`config.mk`:
```
export PLATFORM = sky130hd
export DESIGN_NAME = gpib_handshake_engine
export DESIGN_NICKNAME = d
export VERILOG_FILES = /design/src/hw/rtl/ghe_pkg.sv /design/src/hw/rtl/ghe_in_stage.sv /design/src/hw/rtl/ghe_core.sv /design/src/hw/rtl/ghe_out_stage.sv /design/src/hw/rtl/gpib_handshake_engine.sv
export VERILOG_INCLUDE_DIRS = /design/src /design/src/hw/rtl
export SDC_FILE = /design/constraint.sdc
export NUM_CORES = 1
export LEC_CHECK = 0
export BUFFER_PORTS_ARGS = -buffer_cell sky130_fd_sc_hd__buf_2
export CAP_MARGIN = 30
export CORE_UTILIZATION = 40
export CTS_CLUSTER_DIAMETER = 200
export DETAILED_ROUTE_END_ITERATION = 7
export PLACE_DENSITY = 0.57
export SYNTH_ARGS = -nofsm -noshare
export SYNTH_HDL_FRONTEND = slang
export SYNTH_SLANG_ARGS = --single-unit
```
`constraint.sdc`:
```
create_clock -name aclk -period 7.8 [get_ports aclk]
set_input_delay 2.34 -clock aclk [delete_from_list [all_inputs] [get_ports aclk]]
set_output_delay 2.34 -clock aclk [all_outputs]
set_load 0.02 [all_outputs]
```
`src/hw/rtl/assert_macros.svh`:
```
// assertion macros included by the top rtl file of the handshake engine
// depends on nothing; the including module provides aclk and aresetn
`ifndef ASSERT_MACROS_SVH
`define ASSERT_MACROS_SVH

// property checked on every rising clock edge outside reset
`define ASSERT_ALWAYS(label, prop, msg) \
    label: assert property (@(posedge aclk) disable iff (!aresetn) (prop)) else $error(msg);

// same-cycle implication checked outside reset
`define ASSERT_IMPLIES(label, ante, cons, msg) \
    label: assert property (@(posedge aclk) disable iff (!aresetn) (ante) |-> (cons)) \
        else $error(msg);

`endif

```
`src/hw/rtl/ghe_pkg.sv`:
```
// shared types and constants of the gpib handshake engine
// used by every module of the block; depends on nothing
package ghe_pkg;

    typedef enum logic [1:0] {
        CMD_TICK  = 2'd0,
        CMD_READ  = 2'd1,
        CMD_SEND  = 2'd2,
        CMD_ABORT = 2'd3
    } cmd_t;

    typedef enum logic [2:0] {
        PH_IDLE    = 3'd0,
        PH_RD_LOW  = 3'd1,
        PH_RD_HIGH = 3'd2,
        PH_WR_NRFD = 3'd3,
        PH_WR_NDAC = 3'd4,
        PH_DONE    = 3'd5,
        PH_TIMO    = 3'd6
    } phase_t;

    localparam logic [1:0] ST_IDLE  = 2'd0;
    localparam logic [1:0] ST_BUSY  = 2'd1;
    localparam logic [1:0] ST_DONE  = 2'd2;
    localparam logic [1:0] ST_TIMO  = 2'd3;

    localparam int unsigned CFG_IDX_W = 2;
    localparam logic [CFG_IDX_W-1:0] CFG_EOS_CHAR   = 2'd0;
    localparam logic [CFG_IDX_W-1:0] CFG_EOS_ENABLE = 2'd1;
    localparam logic [CFG_IDX_W-1:0] CFG_EOS_8BIT   = 2'd2;

    localparam logic [7:0]  SEVEN_BIT_MASK = 8'h7f;
    localparam logic [7:0]  DIO_RELEASED   = 8'hff;
    localparam logic [15:0] COUNT_MAX      = 16'hffff;

    typedef struct packed {
        logic [7:0] eos_char;
        logic       eos_enable;
        logic       eos_8bit;
    } cfg_t;

    typedef struct packed {
        logic [1:0]  cmd;
        logic [15:0] length;
        logic [7:0]  tx_byte;
        logic        eoi_with_byte;
        logic        as_command;
        logic        line_dav;
        logic        line_nrfd;
        logic        line_ndac;
        logic        line_eoi;
        logic        line_srq;
        logic [7:0]  data_lines;
        logic        timed_out;
    } item_t;

    typedef struct packed {
        logic        drive_dav_low;
        logic        drive_nrfd_low;
        logic        drive_ndac_low;
        logic        drive_eoi_low;
        logic        drive_atn_low;
        logic [7:0]  data_out;
        logic        rx_valid;
        logic [7:0]  rx_byte;
        logic [15:0] byte_count;
        logic        eoi_seen;
        logic [1:0]  status;
        logic        srq_pending;
    } result_t;

endpackage

```
`src/hw/rtl/ghe_in_stage.sv`:
```
// input register of the handshake engine: holds one item until the core takes it
// depends on ghe_pkg
module ghe_in_stage (
    input  logic           aclk,
    input  logic           aresetn,
    input  logic           s_valid,
    output logic           s_ready,
    input  ghe_pkg::item_t s_item,
    input  logic           down_ready,
    output logic           item_valid,
    output ghe_pkg::item_t item
);

    logic           valid_reg;
    logic           valid_next;
    ghe_pkg::item_t item_reg;
    logic           advance;

    assign advance    = valid_reg && down_ready;
    assign s_ready    = !valid_reg || down_ready;
    assign valid_next = (s_valid && s_ready) ? 1'b1 : (advance ? 1'b0 : valid_reg);

    always_ff @(posedge aclk) begin
        if (!aresetn) begin
            valid_reg <= 1'b0;
        end else begin
            valid_reg <= valid_next;
        end
    end

    always_ff @(posedge aclk) begin
        if (s_valid && s_ready) begin
            item_reg <= s_item;
        end
    end

    assign item_valid = valid_reg;
    assign item       = item_reg;

endmodule

```
`src/hw/rtl/ghe_core.sv`:
```
// handshake state machine: phase, counters and held byte, plus result decode
// depends on ghe_pkg
module ghe_core (
    input  logic             aclk,
    input  logic             aresetn,
    input  logic             fire,
    input  ghe_pkg::item_t   item,
    input  ghe_pkg::cfg_t    cfg,
    output ghe_pkg::result_t result
);

    ghe_pkg::phase_t phase_reg,       phase_next;
    logic [15:0]     rx_count_reg,    rx_count_next;
    logic [15:0]     request_len_reg, request_len_next;
    logic [7:0]      held_byte_reg,   held_byte_next;
    logic            hold_eoi_reg,    hold_eoi_next;
    logic            hold_atn_reg,    hold_atn_next;
    logic            end_flag_reg,    end_flag_next;

    logic       busy;
    logic       rx_valid;
    logic [7:0] cap_byte;
    logic [15:0] cap_count;
    logic       eos_hit;

    assign busy = (phase_reg == ghe_pkg::PH_RD_LOW) || (phase_reg == ghe_pkg::PH_RD_HIGH) ||
                  (phase_reg == ghe_pkg::PH_WR_NRFD) || (phase_reg == ghe_pkg::PH_WR_NDAC);

    assign cap_byte  = ~item.data_lines;
    assign cap_count = (rx_count_reg < ghe_pkg::COUNT_MAX) ? rx_count_reg + 16'd1
                                                          : rx_count_reg;
    assign eos_hit   = cfg.eos_enable &&
                       (cfg.eos_8bit ? (cap_byte == cfg.eos_char)
                                     : ((cap_byte & ghe_pkg::SEVEN_BIT_MASK) ==
                                        (cfg.eos_char & ghe_pkg::SEVEN_BIT_MASK)));

    always_comb begin
        phase_next       = phase_reg;
        rx_count_next    = rx_count_reg;
        request_len_next = request_len_reg;
        held_byte_next   = held_byte_reg;
        hold_eoi_next    = hold_eoi_reg;
        hold_atn_next    = hold_atn_reg;
        end_flag_next    = end_flag_reg;
        rx_valid         = 1'b0;
        unique case (item.cmd)
            ghe_pkg::CMD_ABORT: begin
                phase_next    = ghe_pkg::PH_IDLE;
                hold_eoi_next = 1'b0;
                hold_atn_next = 1'b0;
            end
            ghe_pkg::CMD_READ: begin
                if (!busy) begin
                    end_flag_next    = 1'b0;
                    rx_count_next    = '0;
                    request_len_next = item.length;
                    phase_next       = (item.length == '0) ? ghe_pkg::PH_DONE
                                                           : ghe_pkg::PH_RD_LOW;
                end
            end
            ghe_pkg::CMD_SEND: begin
                if (!busy) begin
                    end_flag_next  = 1'b0;
                    rx_count_next  = '0;
                    held_byte_next = item.tx_byte;
                    hold_atn_next  = item.as_command;
                    hold_eoi_next  = item.as_command ? 1'b0 : item.eoi_with_byte;
                    phase_next     = ghe_pkg::PH_WR_NRFD;
                end
            end
            ghe_pkg::CMD_TICK: begin
                if (busy) begin
                    if (item.timed_out) begin
                        phase_next = ghe_pkg::PH_TIMO;
                    end else begin
                        unique case (phase_reg)
                            ghe_pkg::PH_RD_LOW: begin
                                if (!item.line_dav) begin
                                    held_byte_next = cap_byte;
                                    rx_count_next  = cap_count;
                                    end_flag_next  = !item.line_eoi;
                                    rx_valid       = 1'b1;
                                    if ((cap_count >= request_len_reg) || !item.line_eoi ||
                                        eos_hit) begin
                                        phase_next = ghe_pkg::PH_DONE;
                                    end else begin
                                        phase_next = ghe_pkg::PH_RD_HIGH;
                                    end
                                end
                            end
                            ghe_pkg::PH_RD_HIGH: begin
                                if (item.line_dav) begin
                                    phase_next = ghe_pkg::PH_RD_LOW;
                                end
                            end
                            ghe_pkg::PH_WR_NRFD: begin
                                if (item.line_nrfd) begin
                                    phase_next = ghe_pkg::PH_WR_NDAC;
                                end
                            end
                            ghe_pkg::PH_WR_NDAC: begin
                                if (item.line_ndac) begin
                                    rx_count_next = 16'd1;
                                    phase_next    = ghe_pkg::PH_DONE;
                                end
                            end
                            default: begin
                            end
                        endcase
                    end
                end
            end
            default: begin
            end
        endcase
    end

    // line drives follow the phase after this item
    always_comb begin
        result                = '0;
        result.data_out       = ghe_pkg::DIO_RELEASED;
        result.rx_valid       = rx_valid;
        result.rx_byte        = rx_valid ? held_byte_next : 8'd0;
        result.byte_count     = rx_count_next;
        result.eoi_seen       = end_flag_next;
        result.srq_pending    = !item.line_srq;
        unique case (phase_next)
            ghe_pkg::PH_RD_LOW: begin
                result.drive_ndac_low = 1'b1;
                result.status         = ghe_pkg::ST_BUSY;
            end
            ghe_pkg::PH_RD_HIGH: begin
                result.drive_nrfd_low = 1'b1;
                result.status         = ghe_pkg::ST_BUSY;
            end
            ghe_pkg::PH_WR_NRFD: begin
                result.drive_atn_low = hold_atn_next;
                result.status        = ghe_pkg::ST_BUSY;
            end
            ghe_pkg::PH_WR_NDAC: begin
                result.drive_atn_low = hold_atn_next;
                result.drive_dav_low = 1'b1;
                result.drive_eoi_low = hold_eoi_next;
                result.data_out      = ~held_byte_next;
                result.status        = ghe_pkg::ST_BUSY;
            end
            ghe_pkg::PH_DONE: begin
                result.drive_nrfd_low = 1'b1;
                result.status         = ghe_pkg::ST_DONE;
            end
            ghe_pkg::PH_TIMO: begin
                result.drive_nrfd_low = 1'b1;
                result.drive_ndac_low = 1'b1;
                result.status         = ghe_pkg::ST_TIMO;
            end
            default: begin
                result.drive_nrfd_low = 1'b1;
                result.drive_ndac_low = 1'b1;
                result.status         = ghe_pkg::ST_IDLE;
            end
        endcase
    end

    always_ff @(posedge aclk) begin
        if (!aresetn) begin
            phase_reg       <= ghe_pkg::PH_IDLE;
            rx_count_reg    <= '0;
            request_len_reg <= '0;
            held_byte_reg   <= '0;
            hold_eoi_reg    <= 1'b0;
            hold_atn_reg    <= 1'b0;
            end_flag_reg    <= 1'b0;
        end else if (fire) begin
            phase_reg       <= phase_next;
            rx_count_reg    <= rx_count_next;
            request_len_reg <= request_len_next;
            held_byte_reg   <= held_byte_next;
            hold_eoi_reg    <= hold_eoi_next;
            hold_atn_reg    <= hold_atn_next;
            end_flag_reg    <= end_flag_next;
        end
    end

endmodule

```
`src/hw/rtl/ghe_out_stage.sv`:
```
// result register of the handshake engine, loaded from the core
// depends on ghe_pkg
module ghe_out_stage (
    input  logic             aclk,
    input  logic             aresetn,
    input  logic             load,
    input  ghe_pkg::result_t result,
    output logic             load_ready,
    output logic             m_valid,
    input  logic             m_ready,
    output ghe_pkg::result_t m_result
);

    logic             valid_reg;
    logic             valid_next;
    ghe_pkg::result_t result_reg;

    assign load_ready = !valid_reg || m_ready;
    assign valid_next = load ? 1'b1 : (m_ready ? 1'b0 : valid_reg);

    always_ff @(posedge aclk) begin
        if (!aresetn) begin
            valid_reg <= 1'b0;
        end else begin
            valid_reg <= valid_next;
        end
    end

    always_ff @(posedge aclk) begin
        if (load) begin
            result_reg <= result;
        end
    end

    assign m_valid  = valid_reg;
    assign m_result = result_reg;

endmodule

```
`src/hw/rtl/gpib_handshake_engine.sv`:
```
// Three-wire IEEE-488 handshake engine (DAV/NRFD/NDAC). Every item carries a command
// and the sampled bus lines; each accepted item gives exactly one result item with
// the line drives, the received byte if one was taken, the byte count and status.
// One item is accepted per clock when the result side keeps up; each result passes
// the input register, then the result register, with the single pass of the
// handshake state logic between those two registers. The config port is always
// ready and should only be written while the engine is idle.
// depends on ghe_pkg, ghe_in_stage, ghe_core, ghe_out_stage and assert_macros.svh
`include "assert_macros.svh"

module gpib_handshake_engine (
    input  logic        aclk,
    input  logic        aresetn,

    // configuration write channel
    input  logic                           cfg_valid,
    output logic                           cfg_ready,
    input  logic [ghe_pkg::CFG_IDX_W-1:0]  cfg_index,
    input  logic [7:0]                     cfg_data,

    // input item channel
    input  logic        s_valid,
    output logic        s_ready,
    input  logic [1:0]  s_cmd,
    input  logic [15:0] s_length,
    input  logic [7:0]  s_tx_byte,
    input  logic        s_eoi_with_byte,
    input  logic        s_as_command,
    input  logic        s_line_dav,
    input  logic        s_line_nrfd,
    input  logic        s_line_ndac,
    input  logic        s_line_eoi,
    input  logic        s_line_srq,
    input  logic [7:0]  s_data_lines,
    input  logic        s_timed_out,

    // result item channel
    output logic        m_valid,
    input  logic        m_ready,
    output logic        m_drive_dav_low,
    output logic        m_drive_nrfd_low,
    output logic        m_drive_ndac_low,
    output logic        m_drive_eoi_low,
    output logic        m_drive_atn_low,
    output logic [7:0]  m_data_out,
    output logic        m_rx_valid,
    output logic [7:0]  m_rx_byte,
    output logic [15:0] m_byte_count,
    output logic        m_eoi_seen,
    output logic [1:0]  m_status,
    output logic        m_srq_pending
);

    // config registers: eos character and the two mode bits
    ghe_pkg::cfg_t    cfg_reg;
    ghe_pkg::cfg_t    cfg_next;

    ghe_pkg::item_t   s_item;
    ghe_pkg::item_t   item;
    logic             item_valid;
    logic             out_ready;
    logic             fire;
    ghe_pkg::result_t core_result;
    ghe_pkg::result_t m_result;

    // config writes land directly; unknown indexes are dropped
    assign cfg_ready = 1'b1;

    always_comb begin
        cfg_next = cfg_reg;
        if (cfg_valid) begin
            unique case (cfg_index)
                ghe_pkg::CFG_EOS_CHAR:   cfg_next.eos_char   = cfg_data;
                ghe_pkg::CFG_EOS_ENABLE: cfg_next.eos_enable = cfg_data[0];
                ghe_pkg::CFG_EOS_8BIT:   cfg_next.eos_8bit   = cfg_data[0];
                default: begin
                end
            endcase
        end
    end

    always_ff @(posedge aclk) begin
        if (!aresetn) begin
            cfg_reg <= '0;
        end else begin
            cfg_reg <= cfg_next;
        end
    end

    // pack the input ports into one item
    always_comb begin
        s_item.cmd           = s_cmd;
        s_item.length        = s_length;
        s_item.tx_byte       = s_tx_byte;
        s_item.eoi_with_byte = s_eoi_with_byte;
        s_item.as_command    = s_as_command;
        s_item.line_dav      = s_line_dav;
        s_item.line_nrfd     = s_line_nrfd;
        s_item.line_ndac     = s_line_ndac;
        s_item.line_eoi      = s_line_eoi;
        s_item.line_srq      = s_line_srq;
        s_item.data_lines    = s_data_lines;
        s_item.timed_out     = s_timed_out;
    end

    // input register; it frees up whenever the result register can load
    ghe_in_stage u_in_stage (
        .aclk       (aclk),
        .aresetn    (aresetn),
        .s_valid    (s_valid),
        .s_ready    (s_ready),
        .s_item     (s_item),
        .down_ready (out_ready),
        .item_valid (item_valid),
        .item       (item)
    );

    // the item is processed, and the state advances, in the cycle it moves on
    assign fire = item_valid && out_ready;

    ghe_core u_core (
        .aclk    (aclk),
        .aresetn (aresetn),
        .fire    (fire),
        .item    (item),
        .cfg     (cfg_reg),
        .result  (core_result)
    );

    // result register; loads when empty or while the previous result is taken
    ghe_out_stage u_out_stage (
        .aclk       (aclk),
        .aresetn    (aresetn),
        .load       (fire),
        .result     (core_result),
        .load_ready (out_ready),
        .m_valid    (m_valid),
        .m_ready    (m_ready),
        .m_result   (m_result)
    );

    assign m_drive_dav_low  = m_result.drive_dav_low;
    assign m_drive_nrfd_low = m_result.drive_nrfd_low;
    assign m_drive_ndac_low = m_result.drive_ndac_low;
    assign m_drive_eoi_low  = m_result.drive_eoi_low;
    assign m_drive_atn_low  = m_result.drive_atn_low;
    assign m_data_out       = m_result.data_out;
    assign m_rx_valid       = m_result.rx_valid;
    assign m_rx_byte        = m_result.rx_byte;
    assign m_byte_count     = m_result.byte_count;
    assign m_eoi_seen       = m_result.eoi_seen;
    assign m_status         = m_result.status;
    assign m_srq_pending    = m_result.srq_pending;

    // dav is only pulled while a send is in progress
    `ASSERT_IMPLIES(a_dav_only_busy, m_valid && m_drive_dav_low,
        m_status == ghe_pkg::ST_BUSY, "dav driven outside a transfer")
    // after taking a byte the acceptor always holds nrfd low
    `ASSERT_IMPLIES(a_rx_holds_nrfd, m_valid && m_rx_valid,
        m_drive_nrfd_low && !m_drive_dav_low, "byte taken without nrfd held")
    // data and eoi are released whenever dav is not driven
    `ASSERT_IMPLIES(a_data_released, m_valid && !m_drive_dav_low,
        m_data_out == ghe_pkg::DIO_RELEASED && !m_drive_eoi_low, "dio or eoi driven without dav")
    // input side only stalls when a full result is held up
    `ASSERT_IMPLIES(a_stall_cause, !s_ready, m_valid && !m_ready && item_valid,
        "input stalled without output backpressure")

endmodule
```
After elaboration in Yosys (flattened, before gate mapping). Cells that the tools add are included. Widths: inputs -> output; s select.

Bits in registers: 142. Input port bits: 57. Output and inout port bits: 45. Logic and storage cells: 138.

Add/subtract/negate cells: 1. Order comparisons: 2. Eq/ne operators: 17. Muxes and demuxes: 51. Bitwise gates (word level): 3. Reduce and logical (&&, ||, !) cells: 28.

Operators with widths (count): $mux 16 (6); $pmux 16 s2 (2); $mux 8 (5); $mux 3 (10); $pmux 3 s4 (2); $mux 1 (21); $add 16x1->16 const B (1); $ge 16x16->1 (1); $logic_not 16->1 (1); $lt 16x16->1 const B (1); $not 8->8 (2); $pmux 8 s2 (1); $eq 3x2->1 const B (4); $eq 3x3->1 const B (4); $eq 8x8->1 (1); $reduce_or 4->1 (2); $eq 7x7->1 (1); $logic_or 1x1->1 (7); $eq 2x2->1 const B (3); $eq 3x1->1 const B (2); $pmux 1 s2 (3); $pmux 2 s3 (1); $reduce_and 2->1 (3); $eq 2x1->1 const B (2); other kinds (8) (16).

Logic depth before layout (Yosys ltp). Gate-level depths: netlist of the first run.

Word-level depth: 14. Mapped depth: 17.

Modules after synthesis. A second synthesis of the first run with hierarchy kept.

Cells, all modules: 651. Area, all modules: 6926.6 µm².

By module, submodules not included: ghe_core (times used 1, cells each 511, area each 3858.7 µm²); ghe_in_stage (times used 1, cells each 47, area each 1318.8 µm²); ghe_out_stage (times used 1, cells each 46, area each 1310.0 µm²); gpib_handshake_engine (times used 1, cells each 47, area each 439.2 µm²).

Worst setup path after synthesis of the first run. OpenSTA, ideal clock, no wires.

Kind: input to output. From: input port m_ready. To: output port s_ready. Data arrival time: 2.693 ns. Required time: 5.460 ns. Setup slack: 2.767 ns. Cell stages on the path: 2. Cells stage by stage: nor2b_1 -> nand2_1.

Word-level cells in the longest chain between the ends: 2.

Ends and longest elaborated chain: start: declaration (RTL line gpib_handshake_engine.sv:39) `input logic m_ready,`; $logic_or 1x1->1 (RTL line ghe_out_stage.sv:18) `assign load_ready = !valid_reg || m_ready;`; $logic_or 1x1->1 (RTL line ghe_in_stage.sv:20) `assign s_ready = !valid_reg || down_ready;`; end: declaration (RTL line gpib_handshake_engine.sv:23) `output logic s_ready,`.

Every way passes these cells.

Worst setup path in the final report of the first run. Ends and elaborated chain as after synthesis.

==> qor.csv, run 1 <==
metric,value,unit
status,completed,
synth-seq-cells,142,
nets,850,
cts_resized,0,
critPathSlowestCell,nor2b_1,
cp-start-kind,primary input,
vias_per_cell,5.283,
hold_buffers,0,
overflow,0,
rsz0062_at_grt,false,
drc,0,
layout_common_cells,"100 x buf_2, 93 x nand2_1, 84 x edfxtp_1, 58 x dfxtp_1, 52 x nor2_1",
required,5460,ps
grt_max_degree,48,
use_met2,28.72,%
stdcell_area,8317,sq um
dieHeight,134.7,um
cts_tree,yes,
cpMostUsedCell,buf_2,
vias,5331,
initial_core_util,40.87,%
cts_root_buffer,clkbuf_16,
clockBufferDepth,2,
max_slew.worst_pin.slew,833.7,ps
post-place-ws,2572,ps
dr.pass1.iters,5,
post_cts_buffers,0,
syn2layout_area_growth,18.06,%
cp_cell_sequence,buf_2 -> nor2b_1 -> nand2_1 -> buf_2,
synth_area,7044,sq um
drt_wl_total,15.88,mm
htreeDepth,4,
setup_viol,0,
period_share,66.97,%
yosysWarnings,0,
drive_gt1_share,21.05,%
grt-busiest-layer,met2,
clkSinkCount,142,
synth_nets,767,
hold_path_class,reg2reg,
clock_latency,420,ps
drtAntennaViolNets,0,
grt_pass1_wl,25.76,mm
gp_congestion,0.8568,
fin_crit,5224,ps
crit_fanout,4,
async_reset_ff_share,0,%
setup_ws,2576,ps
skew,10.15,ps
p_leak,0.003212,uW
grt_pass1_vias,5022,
ys_types,76,
syn_area_per_cell,10.24,sq um
max_freq,191.4,MHz
final_max_slew_viol_count,0,
placed_area,7696,sq um
wire_per_inst,15.74,um
hold_viol,0,
peakVddDrop,0.1534,mV
cp_slowest_stage_delay,200,ps
antenna_cells,0,
netlist_instances,688,
die_width,134.7,um
ys_seq_area_share,52.29,%
p_per_area,215.2,nW/um^2
drtIter0Drc,327,
cp-end-kind,output pin,
ios,102,
criticalPathCategory,in2out,
grt_util_met1,25.29,%
slew_headroom,44.42,%
port_buffers,100,
fin_tns_setup,0,ps
arrival,2880,ps
cap_violations,0,
synth_edf_count,84,
grt_util_all_layers,18.46,%
core-area,17240,sq um
holdWs,462.6,ps
final_common_cell,buf_2,
antenna_found_initial,0,
ys.flop_type,edfxtp_1,
die_area,18150,sq um
clk_pin_slew,60,ps
grtUsageMet3,3.754,%
power,1790,uW
placementRows,48,
hpwl,11.60,mm
cts_buffers,17,
final timing paths:
kind / start / to / slack, ps / depth (start not counted)
setup / recovery: m_ready / s_ready / 2580 / 4
hold / removal: u_core.request_len_reg[4] / u_core.request_len_reg[4] / 460 / 2
hold reg to reg: u_core.request_len_reg[4] / u_core.request_len_reg[4] / 460 / 2
setup reg to reg: u_core.rx_count_reg[3] / u_out_stage.m_result[36] / 3030 / 13
metrics by stage:
step	util, %	std cells
floorplan	-	688
global placement	44.47	974
detailed placement	44.65	976
CTS	48.13	1008
global route	48.25	1009
finish	48.25	1009
cells by family (layout without fill, tap and decap cells):
logic type | Yosys count | count (layout) | share of synthesized area [%]
other | 1 | 1 | 0.05323
DFF | 142 | 142 | 52.29
adders and majority gates | 22 | 22 | 3.908
xor gates and xnor gates | 17 | 17 | 2.114
muxes | 17 | 17 | 2.451
AOI/OAI and AO/OA | 144 | 144 | 15.28
and+or+nand+nor | 272 | 272 | 19.63
buffers and inverters | 73 | 169 | 4.281
Yosys cell counts (4+ instances only):
cell type  count  area share [%]
nand3_1       21             1.5
nor3b_1        4            0.43
dfxtp_1       58              16
o211a_1       10             1.4
ha_1          22             3.9
nand2b_1      16             1.4
nand4b_1       4            0.50
and2_1        12             1.1
nor2_1        52             2.8
inv_1         31             1.7
nor4_1         7            0.62
o21a_1         5            0.53
a31oi_1        4            0.36
o21ai_0       38             2.7
mux2i_1       15             2.1
nand2_1       93             5.0
a21oi_1       16             1.1
clkbuf_1      26             1.4
and3_1         9            0.80
a221oi_2       8             1.7
xnor2_1        8            0.99
nand4_1        8            0.71
a21boi_0      17             1.8
nor2b_1       22             2.0
o22ai_1        4            0.36
buf_2         10            0.71
o21ai_1        6            0.43
xor2_1         9             1.1
edfxtp_1      84              36
worst max-delay path, delay by kind of cell:
family	cells	cell delay, ps
AND/OR/NAND/NOR	2	290
buffers and inverters	2	250
metal layers:
layer	part of all wire, %	up-vias
met2	46	159
li1	-	2631
met3	5.0	19
met5	0	-
met4	1.5	0
met1	47	2522
report_power, final:
part | switching [uW] | internal [uW]
clock | 346 | 466
combinational | 82.3 | 53.1
sequential | 18.1 | 825
cell type report:
class,count,area (sq um)
inverter,31,116.4
multi-input combinational,473,3060
clock inverter,14,161.4
clock buffer,18,439.2
fill,1594,8920
tap,225,281.5
sequential,142,3684
timing repair buffer,106,574.3
Power figures use the tool's default switching activity.
==> run 2: changes to the inputs <==
==> constraint.sdc (replaced) <==
create_clock -name aclk -period 5.38 [get_ports aclk]
set_input_delay 1.614 -clock aclk [delete_from_list [all_inputs] [get_ports aclk]]
set_output_delay 1.614 -clock aclk [all_outputs]
set_load 0.02 [all_outputs]
==> run 2 against run 1 <==
Effect of this change: power up 41%; sequential cell count unchanged; highest routed layer unchanged; core utilization shrank 0.27 points; clock-buffer cell count fell by 1; die area unchanged; critical path depth increased by 9; first-iteration DRC count up 36%; critical endpoint is now u_out_stage.m_result[34].
==> qor.csv, run 2 (same netlist as run 1, synthesis figures left out) <==
metric,value,unit
worst_hold_startpoint,u_core.request_len_reg[12],
overflow,0,
period_share,82.89,%
drt_wl_total,16.52,mm
htreeDepth,4,
port_buffers,100,
clockBufferDepth,2,
crit_fanout,11,
grt_max_degree,55,
min_to,u_core.request_len_reg[12],
placementRows,48,
hold_viol,0,
critPathSlowestCell,nor4_4,
holdWs,465.4,ps
p_int,1875,uW
cts_tree,yes,
clock_latency,430,ps
syn2layout_area_growth,17.41,%
rsz0062_at_grt,false,
grt_util_all_layers,18.96,%
peakVddDrop,0.2444,mV
cap_violations,0,
clkSinkCount,142,
hold_path_class,reg2reg,
grt_pass1_wl,26.33,mm
cp-start-kind,flop,
p_sw_share,25.56,%
initial_core_util,40.87,%
skew,8.865,ps
rr_worst_depth,13,
whs_path_depth,2,
power_frac_seq,48.5,%
dieHeight,134.7,um
reg2reg_setup_slack,920,ps
die_width,134.7,um
vias_per_cell,5.289,
required,5540,ps
cts_resized,0,
status,completed,
ios,102,
final_common_cell,buf_2,
fin_tns_setup,0,ps
arrival,4620,ps
power_frac_clock,43.6,%
fillers,1573,
p_comb_share,7.8,%
cp_num_buf_inv,0,
p_leak,0.003183,uW
p_per_area,304.6,nW/um^2
hpwl,11.77,mm
dr.pass1.iters,5,
p_sw,643.9,uW
die_area,18150,sq um
drtIter0Drc,445,
r2r_start,u_core.rx_count_reg[4],
antenna_found_initial,0,
wire_per_inst,16.35,um
nets,851,
cts_buffers,17,
core-area,17240,sq um
slew_headroom,42.71,%
drtAntennaViolNets,0,
cp_cell_sequence,and4_1 -> nand4_2 -> nor3_2 -> nor3b_1 -> xor2_1 -> ha_1 -> a41o_1 -> a21oi_1 -> o221ai_1 -> nor2b_1 -> o31a_1 -> nor4_4 -> nand2b_1,
max_freq,224.3,MHz
r2r_end,u_out_stage.m_result[34],
max_slew.worst_pin.slew,859.4,ps
multi_input_area,3060,sq um
fin_crit,4459,ps
drc,0,
cts_root_buffer,clkbuf_16,
final_max_slew_viol_count,0,
antenna_cells,0,
cp_slowest_stage_delay,650,ps
gp_congestion,0.9133,
setup_viol,0,
vias,5342,
regArea,3684,sq um
drive_gt1_share,21.15,%
hold_buffers,0,
post_cts_buffers,0,
criticalPathCategory,reg2reg,
cp-end-kind,flop,
path_delay_family,simple AND/OR/NAND/NOR gates,
clk_pin_slew,60,ps
grt_pass1_vias,5220,
layout_common_cells,"100 x buf_2, 93 x nand2_1, 84 x edfxtp_1, 58 x dfxtp_1, 52 x nor2_1",
## run 2: cell count changes in the layout (fill, tap and decap cells not counted), sizes merged
cell and change:
buf +1, bufinv -1, clkbuf -1, clkinvlp +3, inv -1
## run 2: how the worst max path moves through the flow
stage                                      start                       end  slack, ps  cells after the start
after floorplan                          m_ready   u_out_stage.m_result[0]       1250                      6
after detailed placement  u_core.rx_count_reg[4]  u_out_stage.m_result[34]       1010                     13
after CTS                 u_core.rx_count_reg[4]  u_out_stage.m_result[34]        980                     13
final                     u_core.rx_count_reg[4]  u_out_stage.m_result[34]        920                     13
after global routing      u_core.rx_count_reg[4]  u_out_stage.m_result[34]        550                     13
after global placement    u_core.rx_count_reg[4]  u_out_stage.m_result[32]       1130                     13
## run 2: tightest hold or removal path: stages, from the launching register on
cell and delay [ps]:
dfxtp_1 310, nand2_1 50, a21boi_0 60
## run 2: power groups by stage
stage	clock, uW	sequential, uW	combinational, uW
3_3_place_gp	0	1250	192
6_report	1100	1220	198
3_5_place_dp	0	1250	196
2_1_floorplan	0	1250	118
5_1_grt	1170	1230	217
4_1_cts	1130	1220	197
## run 2: final cells by class
type	instances	share of cell area, %
clock buffers	17	5.144
clock inverters	15	1.467
multi-input cells	473	37.00
repair buffers	107	7.035
inverters	31	1.407
flip-flops and latches	142	44.54
well taps	225	3.404
## run 2: per-stage QoR
stage	area, sq um	util [%]	setup slack [ps]	power (uW)	std cells
floorplan	7044	-	1253	1370	688
global placement	7692	44.63	1128	1437	976
detailed placement	7704	44.69	1006	1443	977
CTS	8250	47.87	981.9	2546	1009
global route	8270	47.98	553.6	2612	1010
finish	8270	47.98	920.8	2519	1010
## run 2: metal layers
| metal | vias to the layer above | global-route usage, % | wire [um] |
|---|---|---|---|
| met4 | 0 | 8.427 | 386 |
| li1 | 2624 | - | - |
| met1 | 2493 | 24.54 | 7648 |
| met5 | - | 0 | 0 |
| met2 | 190 | 29.67 | 7463 |
| met3 | 35 | 5.143 | 1017 |
==> run 3: changes to the inputs <==
==> constraint.sdc (replaced) <==
create_clock -name aclk -period 4.33 [get_ports aclk]
set_input_delay 1.299 -clock aclk [delete_from_list [all_inputs] [get_ports aclk]]
set_output_delay 1.299 -clock aclk [all_outputs]
set_load 0.02 [all_outputs]
==> run 3 against run 2 <==
Effect of this change: core utilization increased by 0.49 points; global-route usage increased by 0.43 points; first-iteration DRC count down 11%; largest cell class unchanged; highest routed layer unchanged; clock skew shrank 1.6 ps.
==> qor.csv, run 3 (same netlist as run 1, synthesis figures left out) <==
metric,value,unit
status,completed,
die_area,18150,sq um
peakVddDrop,0.2565,mV
setup_viol,0,
grt_util_all_layers,19.39,%
drtAntennaViolNets,0,
overflow,0,
ios,102,
arrival,4200,ps
final_common_cell,buf_2,
clockBufferDepth,2,
cp-end-kind,flop,
wire_per_inst,16.70,um
drt_wl_total,16.99,mm
met1Wirelength,7.982,mm
regArea,3685,sq um
antenna_found_initial,0,
max_slew.worst_pin.slew,830.9,ps
syn2layout_area_growth,18.61,%
port_buffers,100,
criticalPathCategory,reg2reg,
hold_buffers,0,
drive_gt1_share,21.72,%
cts_tree,yes,
multi_input_area,3065,sq um
hold_path_class,reg2reg,
grt_max_degree,50,
core-area,17240,sq um
clkSinkCount,142,
power,3192,uW
hpwl,12.01,mm
rsz0062_at_grt,false,
layout_common_cells,"100 x buf_2, 93 x nand2_1, 84 x edfxtp_1, 57 x dfxtp_1, 52 x nor2_1",
vias,5388,
nets,859,
htreeDepth,4,
slew_headroom,44.60,%
placementRows,48,
maxUsedRoutingLayer,met4,
fillers,1603,
dr.pass1.iters,5,
clock_latency,420,ps
fin_tns_setup,0,ps
crit_fanout,11,
gp_congestion,0.8781,
die_width,134.7,um
route.met3.wl,808,um
initial_core_util,40.87,%
p_per_area,382.1,nW/um^2
vias_per_cell,5.298,
cap_violations,0,
required,4500,ps
grt_pass1_vias,5167,
drtIter0Drc,396,
final_max_slew_viol_count,0,
cts_buffers,17,
hold_viol,0,
dieHeight,134.7,um
period_share,93.03,%
drc,0,
clk_pin_slew,60,ps
skew,7.215,ps
antenna_cells,0,
grt_pass1_wl,26.90,mm
p_leak,0.003232,uW
max_freq,248.2,MHz
cp-start-kind,flop,
routed-wl-met2,7.880,mm
fin_crit,4028,ps
cts_root_buffer,clkbuf_16,
[run 3: timing repair]
item | 4_1_cts | 5_1_grt
endpoints found under the setup margin | 0 | 12
gates resized for setup | 0 | 3
endpoints found under the hold margin | 0 | 0
setup buffers | 0 | 1
[run 3: final timing paths]
kind                             startpoint                   endpoint  slack [ps]  cells past startpoint
hold / removal    u_core.request_len_reg[8]  u_core.request_len_reg[8]         460                      2
setup reg to reg     u_core.rx_count_reg[6]   u_out_stage.m_result[32]         300                     15
setup / recovery     u_core.rx_count_reg[6]   u_out_stage.m_result[32]         300                     15
hold reg to reg   u_core.request_len_reg[8]  u_core.request_len_reg[8]         460                      2
[run 3: power breakdown]
group | total [uW] | internal (uW) | switching [uW]
clock | 1420 | 847 | 576
combinational | 249 | 98.6 | 151
sequential | 1520 | 1490 | 33.6
total | 3190 | 2430 | 761
[run 3: per-layer routing]
| metal | global-route usage [%] | vias to the layer above |
|---|---|---|
| met3 | 3.866 | 26 |
| met5 | 0 | - |
| li1 | - | 2646 |
| met4 | 7.116 | 0 |
| met2 | 31.13 | 173 |
| met1 | 25.90 | 2543 |
[run 3: critical path: stages, from the launching register on]
cell	delay, ps
dfxtp_1	430
and4_1	330
nand4_2	260
nor3_2	330
buf_4	200
mux2i_1	300
inv_1	80
ha_1	280
and3_1	170
o21ai_0	140
a31o_1	210
nand3_1	120
o31a_1	370
nor4_4	270
buf_4	220
nand2b_1	70
[run 3: area by class of cell]
class	count	area share, %
flip-flops and latches	142	44.10
multi-input cells	473	36.69
repair buffers	115	7.637
clock buffers	18	5.136
well taps	225	3.369
clock inverters	13	1.677
inverters	31	1.393
[run 3: through the flow]
step | area [sq um] | utilization [%] | hold slack, ps | setup WS [ps] | cells
4_1_cts | 8322 | 48.28 | 466.5 | 208.7 | 1015
2_1_floorplan | 7044 | - | 443.5 | 517.5 | 688
3_3_place_gp | 7752 | 44.98 | 455.7 | 311.5 | 984
5_1_grt | 8356 | 48.48 | 486.1 | 81.93 | 1017
3_5_place_dp | 7752 | 44.98 | 458.1 | 207.6 | 984
6_report | 8356 | 48.48 | 462.3 | 301.6 | 1017
